--- src/hdl/mtsd_fifo.sv ---
// Small register-based queue of words, first in first out.
// No dependencies.
`default_nettype none

module mtsd_fifo #(
  parameter int unsigned WIDTH = 8,
  parameter int unsigned DEPTH = 2,
  localparam int unsigned PW = (DEPTH > 1) ? $clog2(DEPTH) : 1,
  localparam int unsigned CW = $clog2(DEPTH + 1)
) (
  input  wire logic             clk_i,
  input  wire logic             rst_ni,
  input  wire logic             push_i,
  input  wire logic [WIDTH-1:0] data_i,
  output logic                  full_o,
  input  wire logic             pop_i,
  output logic      [WIDTH-1:0] data_o,
  output logic                  empty_o
);

  logic [WIDTH-1:0] mem_q [DEPTH];
  logic [PW-1:0]    wptr_q, wptr_d, rptr_q, rptr_d;
  logic [CW-1:0]    cnt_q, cnt_d;
  logic             do_push, do_pop;

  assign full_o  = (cnt_q == CW'(DEPTH));
  assign empty_o = (cnt_q == '0);
  assign data_o  = mem_q[rptr_q];
  assign do_push = push_i && !full_o;
  assign do_pop  = pop_i && !empty_o;

  always_comb begin
    wptr_d = wptr_q;
    rptr_d = rptr_q;
    cnt_d  = cnt_q;
    if (do_push) begin
      wptr_d = (wptr_q == PW'(DEPTH - 1)) ? '0 : wptr_q + 1'b1;
    end
    if (do_pop) begin
      rptr_d = (rptr_q == PW'(DEPTH - 1)) ? '0 : rptr_q + 1'b1;
    end
    if (do_push && !do_pop) begin
      cnt_d = cnt_q + 1'b1;
    end else if (do_pop && !do_push) begin
      cnt_d = cnt_q - 1'b1;
    end
  end

  always_ff @(posedge clk_i or negedge rst_ni) begin
    if (!rst_ni) begin
      wptr_q <= '0;
      rptr_q <= '0;
      cnt_q  <= '0;
    end else begin
      wptr_q <= wptr_d;
      rptr_q <= rptr_d;
      cnt_q  <= cnt_d;
    end
  end

  always_ff @(posedge clk_i) begin
    if (do_push) begin
      mem_q[wptr_q] <= data_i;
    end
  end

endmodule

`default_nettype wire

--- config.mk ---
export PLATFORM = sky130hd
export DESIGN_NAME = mtsd_fifo
export DESIGN_NICKNAME = d
export VERILOG_FILES = /design/src/hdl/mtsd_fifo.sv
export SDC_FILE = /design/constraint.sdc
export NUM_CORES = 1
export LEC_CHECK = 0
export ABC_AREA = 1
export BUFFER_PORTS_ARGS = -buffer_cell sky130_fd_sc_hd__buf_2
export CAP_MARGIN = 20
export CORE_MARGIN = 2
export CORE_UTILIZATION = 35
export DETAILED_ROUTE_END_ITERATION = 6
export GPL_TIMING_DRIVEN = 1
export HOLD_SLACK_MARGIN = 0.02
export PLACE_DENSITY_LB_ADDON = 0.15
export SYNTH_ARGS = -nofsm -noshare
export SYNTH_HDL_FRONTEND = slang
export SYNTH_SLANG_ARGS = --single-unit
--- constraint.sdc ---
create_clock -name clk_i -period 1.78 [get_ports clk_i]
set_input_delay 0.267 -clock clk_i [delete_from_list [all_inputs] [get_ports clk_i]]
set_output_delay 0.267 -clock clk_i [all_outputs]
set_load 0.02 [all_outputs]
== Yosys cells after proc, flatten, opt, wreduce, memory -nomap -nowiden ==
Memory sizes are Yosys's and may differ from the RTL's.
Index checks and enable logic that the tools add are counted.

* Register bits after elaboration: 4
* Bits in writable memories: 16
* Input port bits: 12
* Word-level logic and storage cells: 25
* Memories: 1

{| class="wikitable"
|+ Memory list
! memory !! depth !! bits a word !! read ports !! clocked after Yosys merged registers in !! wr ports !! line !! text
|-
| mem_q || 2 || 8 || 1 || 0 || 1 || 21 || <nowiki>logic [WIDTH-1:0] mem_q [DEPTH];</nowiki>
|}

* Add/sub/neg operators: 4
* Eq/ne operators: 1
* Muxes and demuxes: 6
* Reductions and logical operators: 10

{| class="wikitable"
|+ Operators by type and width
! kind !! count
|-
| $logic_and 1x1->1 || 4
|-
| $logic_not 1->1 || 4
|-
| $mux 1 || 4
|-
| $mux 2 || 2
|-
| $add 1x1->1 const B || 2
|-
| $add 2x1->2 const B || 1
|-
| $eq 2x2->1 const B || 1
|-
| $logic_not 2->1 || 1
|-
| $reduce_bool 2->1 || 1
|-
| $sub 2x1->2 const B || 1
|}

== Depth between registers and ports, before layout ==
* Depth after elaboration: 7
* Depth in mapped cells: 9

== Least setup slack after synthesis ==
Ideal clock, no wire load.

* Path type: reg-to-reg
* Start point: register cnt_q[0]
* End point: register cnt_q[1]
* Library setup time: 0.117 ns
* Arrival time: 1.282 ns
* Required time: 1.663 ns
* Setup slack: 0.381 ns
* Cell stages (with the launch flop): 8
* Buffers on the path: 0
* Clock period less this slack: 1.399 ns
* Cells stage by stage: dfrtp_1 -> nor2_2 -> nor2_2 -> ha_1 -> inv_1 -> nand3_1 -> nand2_1 -> nand2_1

* Longest elaborated chain between the ends: 6

{| class="wikitable"
|+ Ends and longest elaborated chain
! element !! line !! text
|-
| from (decl) || 23 || <nowiki>logic [CW-1:0] cnt_q, cnt_d;</nowiki>
|-
| from (signal assigned) || 57 || <nowiki>cnt_q <= cnt_d;</nowiki>
|-
| $eq 2x2->1 * || 26 || <nowiki>assign full_o = (cnt_q == CW'(DEPTH));</nowiki>
|-
| named net full_o || 15 || <nowiki>output logic full_o,</nowiki>
|-
| $logic_not 1->1 * || 29 || <nowiki>assign do_push = push_i && !full_o;</nowiki>
|-
| $logic_and 1x1->1 * || 29 ||
|-
| $logic_not 1->1 || 44 || <nowiki>end else if (do_pop && !do_push) begin</nowiki>
|-
| $logic_and 1x1->1 || 44 ||
|-
| $reduce_bool 2->1 (no line) || -- ||
|}

The timed path passes the listed nets; every way through them passes the cells marked *. The select of a mux whose other input is x is not followed.
A chain may end at the register's enable or synchronous reset.

== Worst setup path after layout ==
* Start point: register rptr_q
* End point: output data_o[1]

* Longest elaborated chain between the ends: 1

{| class="wikitable"
|+ Ends and longest elaborated chain
! element !! line !! text
|-
| from (decl) || 22 || <nowiki>logic [PW-1:0] wptr_q, wptr_d, rptr_q, rptr_d;</nowiki>
|-
| from (signal assigned) || 56 || <nowiki>rptr_q <= rptr_d;</nowiki>
|-
| $mem_v2 2x8 || -- ||
|-
| to (decl) || 17 || <nowiki>output logic [WIDTH-1:0] data_o,</nowiki>
|}

No other way between the ends.

==> results.json <==
{
  "postLayoutSetupSlackWorst_ns": 0.1657,
  "grt_pass1_vias": 537,
  "hold_viol_final": 0,
  "maxCapViolations": 0,
  "ys_seq_area_frac": 0.7172,
  "rr_startpoint": "cnt_q[0]",
  "status": "finished, final reports clean",
  "syn_nets": 86,
  "post-place-ws_ns": 0.3797,
  "max_stage_delay_ns": 0.59,
  "pin_count": 22,
  "final_area_sq_um": 1006,
  "synthTopCellsByCount": "nand2_1, edfxtp_1, inv_1, dfrtp_1",
  "die_y_um": 52.09,
  "p_leak_nw": 0.4803,
  "power_mw": 1.649,
  "path_cells": "inv_2 > nand2_1 > nand2_1 > buf_2",
  "synth_cells": 73,
  "htreeDepth": 1,
  "cp-end-kind": "output pin",
  "postPlaceCellArea_sq_um": 959.7,
  "holdPathStages": 1,
  "clock-root-buffer": "clkbuf_4",
  "fin_setup_tns_ns": 0,
  "r2r_cells": 6,
  "cp_data_arrival_time_ns": 1.35,
  "nFillCells": 213,
  "critPathKind": "reg -> out",
  "skew_ns": 0.01123,
  "netSwitchingPower_uw": 647.5,
  "final.period_utilization": 0.9069,
  "synthTopCellsByArea": "edfxtp_1, nand2_1, dfrtp_1, inv_1, ha_1",
  "hpwl_um": 989.4,
  "core_region_area_sq_um": 2191,
  "min_period_ns": 1.614,
  "post_cts_resized": 0,
  "routed_wl_um": 1327,
  "synth-seq-cells": 20,
  "multi_input_area_sq_um": 193.9,
  "clkSinkCount": 20,
  "grtUsageTotal": 0.1193,
  "critPathSlowestCell": "dfrtp_1",
  "timing.rr.end": "cnt_q[1]",
  "power_frac_clock": 0.151,
  "initial_core_util": 0.3695,
  "vias": 561,
  "dp.cells": 123,
  "cp.required_ns": 1.51,
  "grt_pass1_wl_um": 2270,
  "clk_path_buf_depth": 2,
  "p_sw_frac": 0.3927,
  "diodes": 0,
  "postCtsSetupBuffers": 0,
  "synth_top_flop_cell": "edfxtp_1",
  "register_area_sq_um": 580.6,
  "whs_endpoint": "mem_q[1][6]",
  "hp-class": "in -> reg",
  "p_seq_frac": 0.451,
  "synth_top_cell_by_area": "edfxtp_1",
  "setup_viol": 0,
  "gp_congestion": 0.7852,
  "clk_pin_slew_ns": 0.11,
  "cp_max_fo": 10,
  "die_w_um": 52.09,
  "vias_per_cell": 4.383,
  "clock.fmax_mhz": 619.5,
  "hold_buffers": 1,
  "final_util": 0.4592,
  "cts_tree": "yes",
  "whs_ns": 0.1555,
  "wl_per_cell_um": 10.37,
  "ys_async_sr_fraction": 0.2000,
  "syn2layout_area_growth_pct": 24.27,
  "yosysTopAreaCellShare": 0.5935,
  "die-area_sq_um": 2713,
  "route.detailed.drc": 0,
  "cts_made_buffers": 3,
  "grt_overflow_total": 0,
  "crit_top_cell": "nand2_1",
  "synth.most_common_cell": "nand2_1",
  "slew_headroom": 0.7433,
  "ys_types": 14,
  "grt_max_degree": 12,
  "rows": 17,
  "syn_area_sq_um": 809.5,
  "drive_above_1_share": 0.3000,
  "avgSynthCellArea_sq_um": 11.09,
  "initialDrtViolationCount": 11,
  "numPortBuffers": 21,
  "yosysWarnings": 0,
  "synth_edf_count": 16,
  "dr.pass1.iters": 4,
  "worstMarginPinSlew_ns": 0.3851,
  "cellInternalPower_mw": 1.001,
  "startpoint_type": "flop",
  "rsz0062_at_grt": "false",
  "combPwrFrac": 0.398,
  "final_net_count": 114,
  "clock_latency_ns": 0.29,
  "ir_worst_vdd_uv": 975.0,
  "power_density_nw_per_um2": 1639,
  "fin_cells": 128,
  "timing.reg2reg.setup_slack_ns": 0.36,
  "ant_nets": 0,
  "antenna_found_initial": 0,
  "slew_violations": 0,
  "hold_start": "data_i[6]"
}
routing by layer:
metal	up-vias	part of all wire	global-route usage	routed length [um]
met4	0	0.013	0.06579	17
met1	254	0.44	0.1479	586
met5	-	0	0	0
li1	289	-	-	-
met2	16	0.49	0.1920	652
met3	2	0.054	0.02586	72
cell type report:
cell class | instances | share of cell area
Sequential cell | 20 | 0.5771
Multi-Input combinational cell | 44 | 0.1928
Timing Repair Buffer | 24 | 0.1294
Clock buffer | 4 | 0.03607
Tap cell | 28 | 0.03483
Inverter | 8 | 0.02985
logic make-up after synthesis:
family                   Yosys count  share of synthesized area
AO/OA/AOI/OAI                      2                    0.01237
XOR/XNOR                           1                    0.01082
adder cells (fa/ha/maj)            1                    0.01545
buffers and inverters              9                    0.04327
flip-flops                        20                     0.7172
AND/OR/NAND/NOR                   40                     0.2009
cells in the final DEF, fill, tap and decap left out:
| master | instances |
|---|---|
| dfrtp_1 | 4 |
| ha_1 | 1 |
| nand2_1 | 33 |
| nor2_1 | 2 |
| inv_2 | 1 |
| nor2_2 | 2 |
| nand4_1 | 1 |
| inv_1 | 7 |
| o21ai_0 | 2 |
| dlygate4sd3_1 | 1 |
| buf_4 | 2 |
| clkbuf_8 | 1 |
| clkbuf_4 | 3 |
| xnor2_1 | 1 |
| buf_2 | 21 |
| nand3_1 | 1 |
| edfxtp_1 | 16 |
| nand3b_1 | 1 |
power by group through the flow:
stage	sequential [mW]	clock, mW	combinational, mW
4_1_cts	0.743	0.261	0.666
2_1_floorplan	0.705	0	0.486
3_3_place_gp	0.753	0	0.653
3_5_place_dp	0.755	0	0.662
6_report	0.743	0.250	0.656
5_1_grt	0.766	0.280	0.745
critical path: cells and delay by family (launching register included):
kind / cells / cell delay [ns]
AND/OR/NAND/NOR: 2 / 0.15
buffers and inverters: 2 / 0.32
flip-flops: 1 / 0.59
worst max path at each step:
| stage | start | end | slack [ns] | cells after the start |
|---|---|---|---|---|
| finish | rptr_q | data_o[1] | 0.17 | 4 |
| global route | rptr_q | data_o[1] | 0.05 | 4 |
| CTS | rptr_q | data_o[1] | 0.12 | 4 |
| detailed placement | cnt_q[0] | cnt_q[1] | 0.38 | 6 |
| global placement | cnt_q[0] | cnt_q[1] | 0.39 | 6 |
| floorplan | cnt_q[0] | cnt_q[1] | 0.38 | 7 |
registers in the layout, indices dropped and copies added (netlist names):
name,flops
cnt_q,2
mem_q,16
rptr_q,1
wptr_q,1
Note: power is estimated with default switching activity, not from simulation.
