**src/hdl/mtsd_pkg.sv**
```systemverilog
// Shared types and constants for the mask table stream decryptor.
// No dependencies; used by mtsd_front, mtsd_back and the top module.
`default_nettype none

package mtsd_pkg;

  localparam logic MODE_RESTART = 1'b0;
  localparam logic MODE_DATA    = 1'b1;

  localparam logic [7:0] CFG_SEED_FIRST  = 8'd0;
  localparam logic [7:0] CFG_SEED_SECOND = 8'd1;

  localparam logic [31:0] KEY_XOR = 32'hF765_4321;
  localparam int unsigned ROT_K0  = 25;
  localparam int unsigned ROT_K1  = 29;
  localparam int unsigned STEP_A  = 7;
  localparam int unsigned STEP_C  = 3;

  typedef struct packed {
    logic       mode;
    logic [7:0] data;
  } cmd_t;

endpackage

`default_nettype wire

```
**src/hdl/mtsd_fifo.sv**
```systemverilog
// Small register-based queue of words, first in first out.
// No dependencies.
`default_nettype none

module mtsd_fifo #(
  parameter int unsigned WIDTH = 8,
  parameter int unsigned DEPTH = 2,
  localparam int unsigned PW = (DEPTH > 1) ? $clog2(DEPTH) : 1,
  localparam int unsigned CW = $clog2(DEPTH + 1)
) (
  input  wire logic             clk_i,
  input  wire logic             rst_ni,
  input  wire logic             push_i,
  input  wire logic [WIDTH-1:0] data_i,
  output logic                  full_o,
  input  wire logic             pop_i,
  output logic      [WIDTH-1:0] data_o,
  output logic                  empty_o
);

  logic [WIDTH-1:0] mem_q [DEPTH];
  logic [PW-1:0]    wptr_q, wptr_d, rptr_q, rptr_d;
  logic [CW-1:0]    cnt_q, cnt_d;
  logic             do_push, do_pop;

  assign full_o  = (cnt_q == CW'(DEPTH));
  assign empty_o = (cnt_q == '0);
  assign data_o  = mem_q[rptr_q];
  assign do_push = push_i && !full_o;
  assign do_pop  = pop_i && !empty_o;

  always_comb begin
    wptr_d = wptr_q;
    rptr_d = rptr_q;
    cnt_d  = cnt_q;
    if (do_push) begin
      wptr_d = (wptr_q == PW'(DEPTH - 1)) ? '0 : wptr_q + 1'b1;
    end
    if (do_pop) begin
      rptr_d = (rptr_q == PW'(DEPTH - 1)) ? '0 : rptr_q + 1'b1;
    end
    if (do_push && !do_pop) begin
      cnt_d = cnt_q + 1'b1;
    end else if (do_pop && !do_push) begin
      cnt_d = cnt_q - 1'b1;
    end
  end

  always_ff @(posedge clk_i or negedge rst_ni) begin
    if (!rst_ni) begin
      wptr_q <= '0;
      rptr_q <= '0;
      cnt_q  <= '0;
    end else begin
      wptr_q <= wptr_d;
      rptr_q <= rptr_d;
      cnt_q  <= cnt_d;
    end
  end

  always_ff @(posedge clk_i) begin
    if (do_push) begin
      mem_q[wptr_q] <= data_i;
    end
  end

endmodule

`default_nettype wire

```
**src/hdl/mtsd_front.sv**
```systemverilog
// Input side: accepts words, drops data words seen before any restart,
// and queues the rest for the back end. Uses mtsd_pkg and mtsd_fifo.
`default_nettype none

module mtsd_front #(
  parameter int unsigned CMD_DEPTH = 2
) (
  input  wire logic          clk_i,
  input  wire logic          rst_ni,
  input  wire logic          push_i,
  output logic               full_o,
  input  wire logic          mode_i,
  input  wire logic [7:0]    byte_in_i,
  output mtsd_pkg::cmd_t     cmd_o,
  output logic               cmd_empty_o,
  input  wire logic          cmd_pop_i
);

  logic           built_q, built_d;
  logic           accept, enq;
  mtsd_pkg::cmd_t cmd_in;
  logic [8:0]     cmd_raw;

  assign accept = push_i && !full_o;
  assign enq    = accept && ((mode_i == mtsd_pkg::MODE_RESTART) || built_q);
  assign cmd_in = '{mode: mode_i, data: byte_in_i};
  assign cmd_o  = mtsd_pkg::cmd_t'(cmd_raw);

  always_comb begin
    built_d = built_q;
    if (accept && (mode_i == mtsd_pkg::MODE_RESTART)) begin
      built_d = 1'b1;
    end
  end

  always_ff @(posedge clk_i or negedge rst_ni) begin
    if (!rst_ni) begin
      built_q <= 1'b0;
    end else begin
      built_q <= built_d;
    end
  end

  mtsd_fifo #(
    .WIDTH (9),
    .DEPTH (CMD_DEPTH)
  ) u_cmd_fifo (
    .clk_i   (clk_i),
    .rst_ni  (rst_ni),
    .push_i  (enq),
    .data_i  (cmd_in),
    .full_o  (full_o),
    .pop_i   (cmd_pop_i),
    .data_o  (cmd_raw),
    .empty_o (cmd_empty_o)
  );

endmodule

`default_nettype wire

```
**config.mk**
```make
export PLATFORM = sky130hd
export DESIGN_NAME = mtsd_front
export DESIGN_NICKNAME = d
export VERILOG_FILES = /design/src/hdl/mtsd_pkg.sv /design/src/hdl/mtsd_fifo.sv /design/src/hdl/mtsd_front.sv
export SDC_FILE = /design/constraint.sdc
export NUM_CORES = 1
export LEC_CHECK = 0
export CELL_PAD_IN_SITES_DETAIL_PLACEMENT = 1
export CELL_PAD_IN_SITES_GLOBAL_PLACEMENT = 2
export CORE_MARGIN = 2
export CORE_UTILIZATION = 37
export DETAILED_ROUTE_END_ITERATION = 10
export DONT_BUFFER_PORTS = 1
export GPL_TIMING_DRIVEN = 0
export PLACE_DENSITY = 0.72
export SYNTH_ARGS = -nofsm -noshare
export SYNTH_HDL_FRONTEND = slang
export SYNTH_HIERARCHICAL = 1
export SYNTH_SLANG_ARGS = --single-unit
```
**constraint.sdc**
```tcl
create_clock -name clk_i -period 1.81 [get_ports clk_i]
set_input_delay 0.2715 -clock clk_i [delete_from_list [all_inputs] [get_ports clk_i]]
set_output_delay 0.2715 -clock clk_i [all_outputs]
set_load 0.02 [all_outputs]
```
Word-level counts from Yosys, hierarchy flattened
Memories as Yosys holds them, arrays and structs flattened.
Cells that the tools add are included.
- output and inout bits: 11
- memory bits (writable): 18
- word-level logic and storage cells: 31
- memories kept: 1
- bits in registers: 5
- bits of input ports: 13
- memories (name ; depth ; bits a word ; rd ports ; clocked after memory_dff ; wr ports ; RTL line ; RTL):
    u_cmd_fifo.mem_q ; 2 ; 9 ; 1 ; 0 ; 1 ; mtsd_fifo.sv:21 ; logic [WIDTH-1:0] mem_q [DEPTH];
- add/sub/neg operators: 4
- equality and inequality tests: 1
- reduce and logical (&&, ||, !) cells: 14
- mux-type cells: 6
- bitwise operators: 1
- operator list (kind ; number):
    $logic_and A1 B1 Y1 ; 7
    $logic_not A1 Y1 ; 4
    $mux W1 ; 4
    $mux W2 ; 2
    $add A1 B1 Y1 const B ; 2
    $add A2 B1 Y2 const B ; 1
    $eq A2 B2 Y1 const B ; 1
    $logic_not A2 Y1 ; 1
    $reduce_bool A2 Y1 ; 1
    $sub A2 B1 Y2 const B ; 1
    $logic_or A1 B1 Y1 ; 1
    $not A1 Y1 ; 1

Depth between registers and ports, before layout
- word-level depth: 9
- depth in mapped cells: 10
- gate-level depth less buffers: 10

By module
Netlist, hierarchy kept.
- modules (own cells, without submodules) (module ; area an instance (µm²) ; seq. area each (µm²) ; times used ; cells each):
    mtsd_fifo ; 845.8 ; 640.6 ; 1 ; 47
    mtsd_front ; 60.1 ; 25.0 ; 1 ; 5

Worst setup path before layout
OpenSTA, ideal clock, no wires.
- path kind: flip-flop to flip-flop
- from: register u_cmd_fifo.cnt_q[0]
- to: memory u_cmd_fifo.mem_q[0][0], enable pin
- stages on the path, launching flop included: 7
- clock period less this slack: 1829 ps
- data required time: 1436 ps
- slack: -19 ps
- library setup time: 374 ps
- arrival time: 1455 ps
- path through: dfrtp_1 > nand2b_1 > inv_1 > nand2b_4 > a21oi_2 > nand2_2 > nor2_1
- longest elaborated chain between the ends: 7
- ends and longest elaborated chain (what ; RTL line ; RTL):
    start, declared ; mtsd_fifo.sv:23 ; logic [CW-1:0] cnt_q, cnt_d;
    start signal, assigned ; mtsd_fifo.sv:57 ; cnt_q <= cnt_d;
    $eq A2 B2 Y1 ; mtsd_fifo.sv:26 ; assign full_o = (cnt_q == CW'(DEPTH));
    via full_o ; mtsd_front.sv:11 ; output logic full_o,
    $logic_not A1 Y1 ; mtsd_front.sv:24 ; assign accept = push_i && !full_o;
    $logic_and A1 B1 Y1 ; mtsd_front.sv:24 ;
    $logic_and A1 B1 Y1 ; mtsd_front.sv:25 ; assign enq = accept && ((mode_i == mtsd_pkg::MODE_RESTART) || built_q);
    via enq ; mtsd_front.sv:20 ; logic accept, enq;
    $logic_and A1 B1 Y1 ; mtsd_fifo.sv:29 ; assign do_push = push_i && !full_o;
    $mux W1 ; mtsd_fifo.sv:62 ; if (do_push) begin
    $mux W1 (implied by the code) ; mtsd_fifo.sv:63 ; mem_q[wptr_q] <= data_i;
    end, declared ; mtsd_fifo.sv:21 ;
The timed path passes the listed nets, and every way through them passes these cells.

Final worst setup path
- from: register u_cmd_fifo.cnt_q[1]
- to: register u_cmd_fifo.cnt_q[1]
- longest elaborated chain between the ends: 8
- ends and longest elaborated chain (what ; RTL line ; RTL):
    $eq A2 B2 Y1 * ; mtsd_fifo.sv:26 ;
    via full_o ; mtsd_front.sv:11 ;
    $logic_not A1 Y1 * ; mtsd_front.sv:24 ;
    $logic_and A1 B1 Y1 * ; mtsd_front.sv:24 ;
    $logic_and A1 B1 Y1 * ; mtsd_front.sv:25 ;
    via enq ; mtsd_front.sv:20 ;
    $logic_and A1 B1 Y1 * ; mtsd_fifo.sv:29 ;
    via u_cmd_fifo.do_push ; mtsd_fifo.sv:24 ; logic do_push, do_pop;
    $logic_not A1 Y1 ; mtsd_fifo.sv:44 ; end else if (do_pop && !do_push) begin
    $logic_and A1 B1 Y1 ; mtsd_fifo.sv:44 ;
    $reduce_bool A2 Y1 (no source line) ; n/a ;
The timed path passes the listed nets; every way through them passes the cells marked *. The select of a mux whose other input is x is not followed.
A chain may end at the register's enable or synchronous reset.

==> results.tsv <==
metric	value	unit
antenna_found_initial	0	
fin_skew	0.00217	ns
vias	412	
grt_overflow	0	
ant_nets	0	
status	finished, final reports clean	
critPathRequiredTime	2.04	ns
ys_warn_count	6	
numClockSinks	23	
nNetsFinal	73	
critical_path_class	flip-flop to flip-flop	
max_freq	593	MHz
rsz0062_at_grt	false	
netlist.area_leader.share	59.7	%
cts_buffer_depth	2	
drv_cap	0	
netlist_top_cells_area	edfxtp_1, dfrtp_1, mux2_1, mux2_2, xnor2_1	
num_antenna_cells	0	
yosysTopAreaCell	edfxtp_1	
total_power	0.00166	W
via_per_inst	4.79	
place_hpwl	977	um
crit_fanout	4	
postSynthAreaPerCell	17.4	um^2
slew_viol_final	0	
synthCells	52	
start_kind	flip-flop	
hold_class	primary input to flip-flop	
grt_pass1_vias	421	
remaining_drc_errors	0	
ir_drop	0.698	mV
relSlewSlack	72.5	%
clk_latency	0.29	ns
layout-drive-gt1-share	27.6	%
tns	0	ns
fin_crit_sh	93.1	%
grt_max_degree	14	
syn_to_final_growth	10.8	%
static-leakage-power	0.369	nW
dpl.cell_count	80	
htreeDepth	1	
clock_tree.root_cell	clkbuf_4	
powerDensity	1650	nW/um^2
drt_iter0_markers	2	
cp.arrival	1.91	ns
syn-cell-area	906	um^2
dieWidth	53.5	um
grt_pass1_wl	1.95	mm
globalRouteTotalUtil	10.2	%
path_clk_slew	0.12	ns
finalSetupViolations	0	
die_height	53.5	um
io_pins	24	
numCtsBuffers	3	
hold_viol_final	0	
wl_per_cell	15.6	um
end_kind	flip-flop	
seq_area_frac_synth	73.5	%
cts_tree	done	
port_buffers	0	
ys_types	17	
place_congestion	0.716	
core	2250	um^2
fin_crit	1.69	ns
worst_slew_pin_slew	0.413	ns
die_area	2860	um^2
initial_utilization	40.2	%
ys_ff_latch	23	
synth_nets	66	
first_pass_iters	3	
std_cell_rows	17	
wl	1.34	mm
stdcell_count	86	
==> synthesized netlist by cell type <==
cell type  number
a21oi_2         1
and3_1          1
buf_2           1
dfrtp_1         5
edfxtp_1       18
ha_1            1
inv_1           3
mux2_1          6
mux2_2          3
nand2_2         1
nand2b_1        1
nand2b_4        1
nor2_1          3
o21ai_1         1
o21ai_2         1
xnor2_1         3
xor2_1          2
==> report_power, final <==
group	internal, W	total [W]	switching [W]
Combinational	0.000236	0.000638	0.000403
Clock	0.0000822	0.000220	0.000138
Sequential	0.000732	0.000797	0.0000646
==> cell type report <==
type | count | area (um^2)
Buffer | 1 | 5.00
Clock buffer | 3 | 22.5
Clock inverter | 1 | 5.00
Fill cell | 246 | 1250
Inverter | 3 | 13.8
Multi-Input combinational cell | 25 | 239
Sequential cell | 23 | 666
Tap cell | 28 | 35.0
Timing Repair Buffer | 2 | 17.5
==> flip-flops by register name, indices dropped and copies added (netlist names) <==
| register | cells |
|---|---|
| built_q | 1 |
| u_cmd_fifo/cnt_q | 2 |
| u_cmd_fifo/mem_q | 18 |
| u_cmd_fifo/rptr_q | 1 |
| u_cmd_fifo/wptr_q | 1 |
==> final timing paths <==
kind,start,to,slack (ns),depth (start not counted)
min reg2reg,built_q$_DFFE_PN0P_,built_q$_DFFE_PN0P_,0.48,2
max,u_cmd_fifo/cnt_q[1]$_DFFE_PN0P_,u_cmd_fifo/cnt_q[1]$_DFFE_PN0P_,0.12,9
min in group asynchronous,rst_ni,u_cmd_fifo/cnt_q[0]$_DFFE_PN0P_,0.25,1
max reg2reg,u_cmd_fifo/cnt_q[1]$_DFFE_PN0P_,u_cmd_fifo/cnt_q[1]$_DFFE_PN0P_,0.12,9
min,mode_i,built_q$_DFFE_PN0P_,0.03,1
max in group asynchronous,rst_ni,built_q$_DFFE_PN0P_,1.37,1
==> per-stage QoR <==
step | setup WS (ns) | utilization [%] | instance area [um^2] | hold WS [ns]
after global placement | -0.106 | 41.8 | 943 | -0.0239
after floorplan | 0.0770 | - | 908 | -0.0241
after global routing | 0.00603 | 44.5 | 1000 | 0.0183
after CTS | 0.0287 | 44.1 | 993 | 0.0238
after detailed placement | -0.114 | 41.8 | 943 | -0.0239
final | 0.125 | 44.5 | 1000 | 0.0344
==> worst max-delay path, cell delays in order (launching register included) <==
cell and delay, ns:
dfrtp_1 0.46, nand2b_4 0.12, inv_4 0.05, nand2b_4 0.14, a21oi_2 0.12, nand2_2 0.10, inv_1 0.07, ha_1 0.25
nor2_1 0.15, xor2_1 0.15
==> cell families after synthesis <==
kind of cell	after synthesis	synth area share, %
xor+xnor	5	4.84
mux	9	11.2
simple gates	7	4.84
flops	23	73.5
buf+inv	4	1.79
fa+ha+maj	1	1.38
compound gates	3	2.49
==> timing repair <==
action                                 4_1_cts  5_1_grt
endpoints found under the hold margin        5        0
resized for setup                            2        2
buffers inserted                             1        0
hold buffers                                 1        0
setup endpoints to repair                   19       10
==> routing by layer <==
layer	share of wire (%)	vias up	routed length [um]	track usage, %
li1	-	197	-	-
met1	38	199	504	12.0
met2	49	14	664	15.4
met3	12	2	164	5.08
met4	0.67	0	9	5.13
met5	0	-	0	0
==> layout by cell type (no fill, tap or decap), drive strengths merged <==
cell type / instances
nor2: 3
xor2: 2
and3: 1
clkinv: 1
xnor2: 3
o21ai: 2
a21oi: 1
edfxtp: 18
dlygate4sd3: 1
mux2: 9
nand2b: 2
ha: 1
buf: 2
dfrtp: 5
inv: 3
nand2: 1
clkbuf: 3
Power figures use the tool's default switching activity.
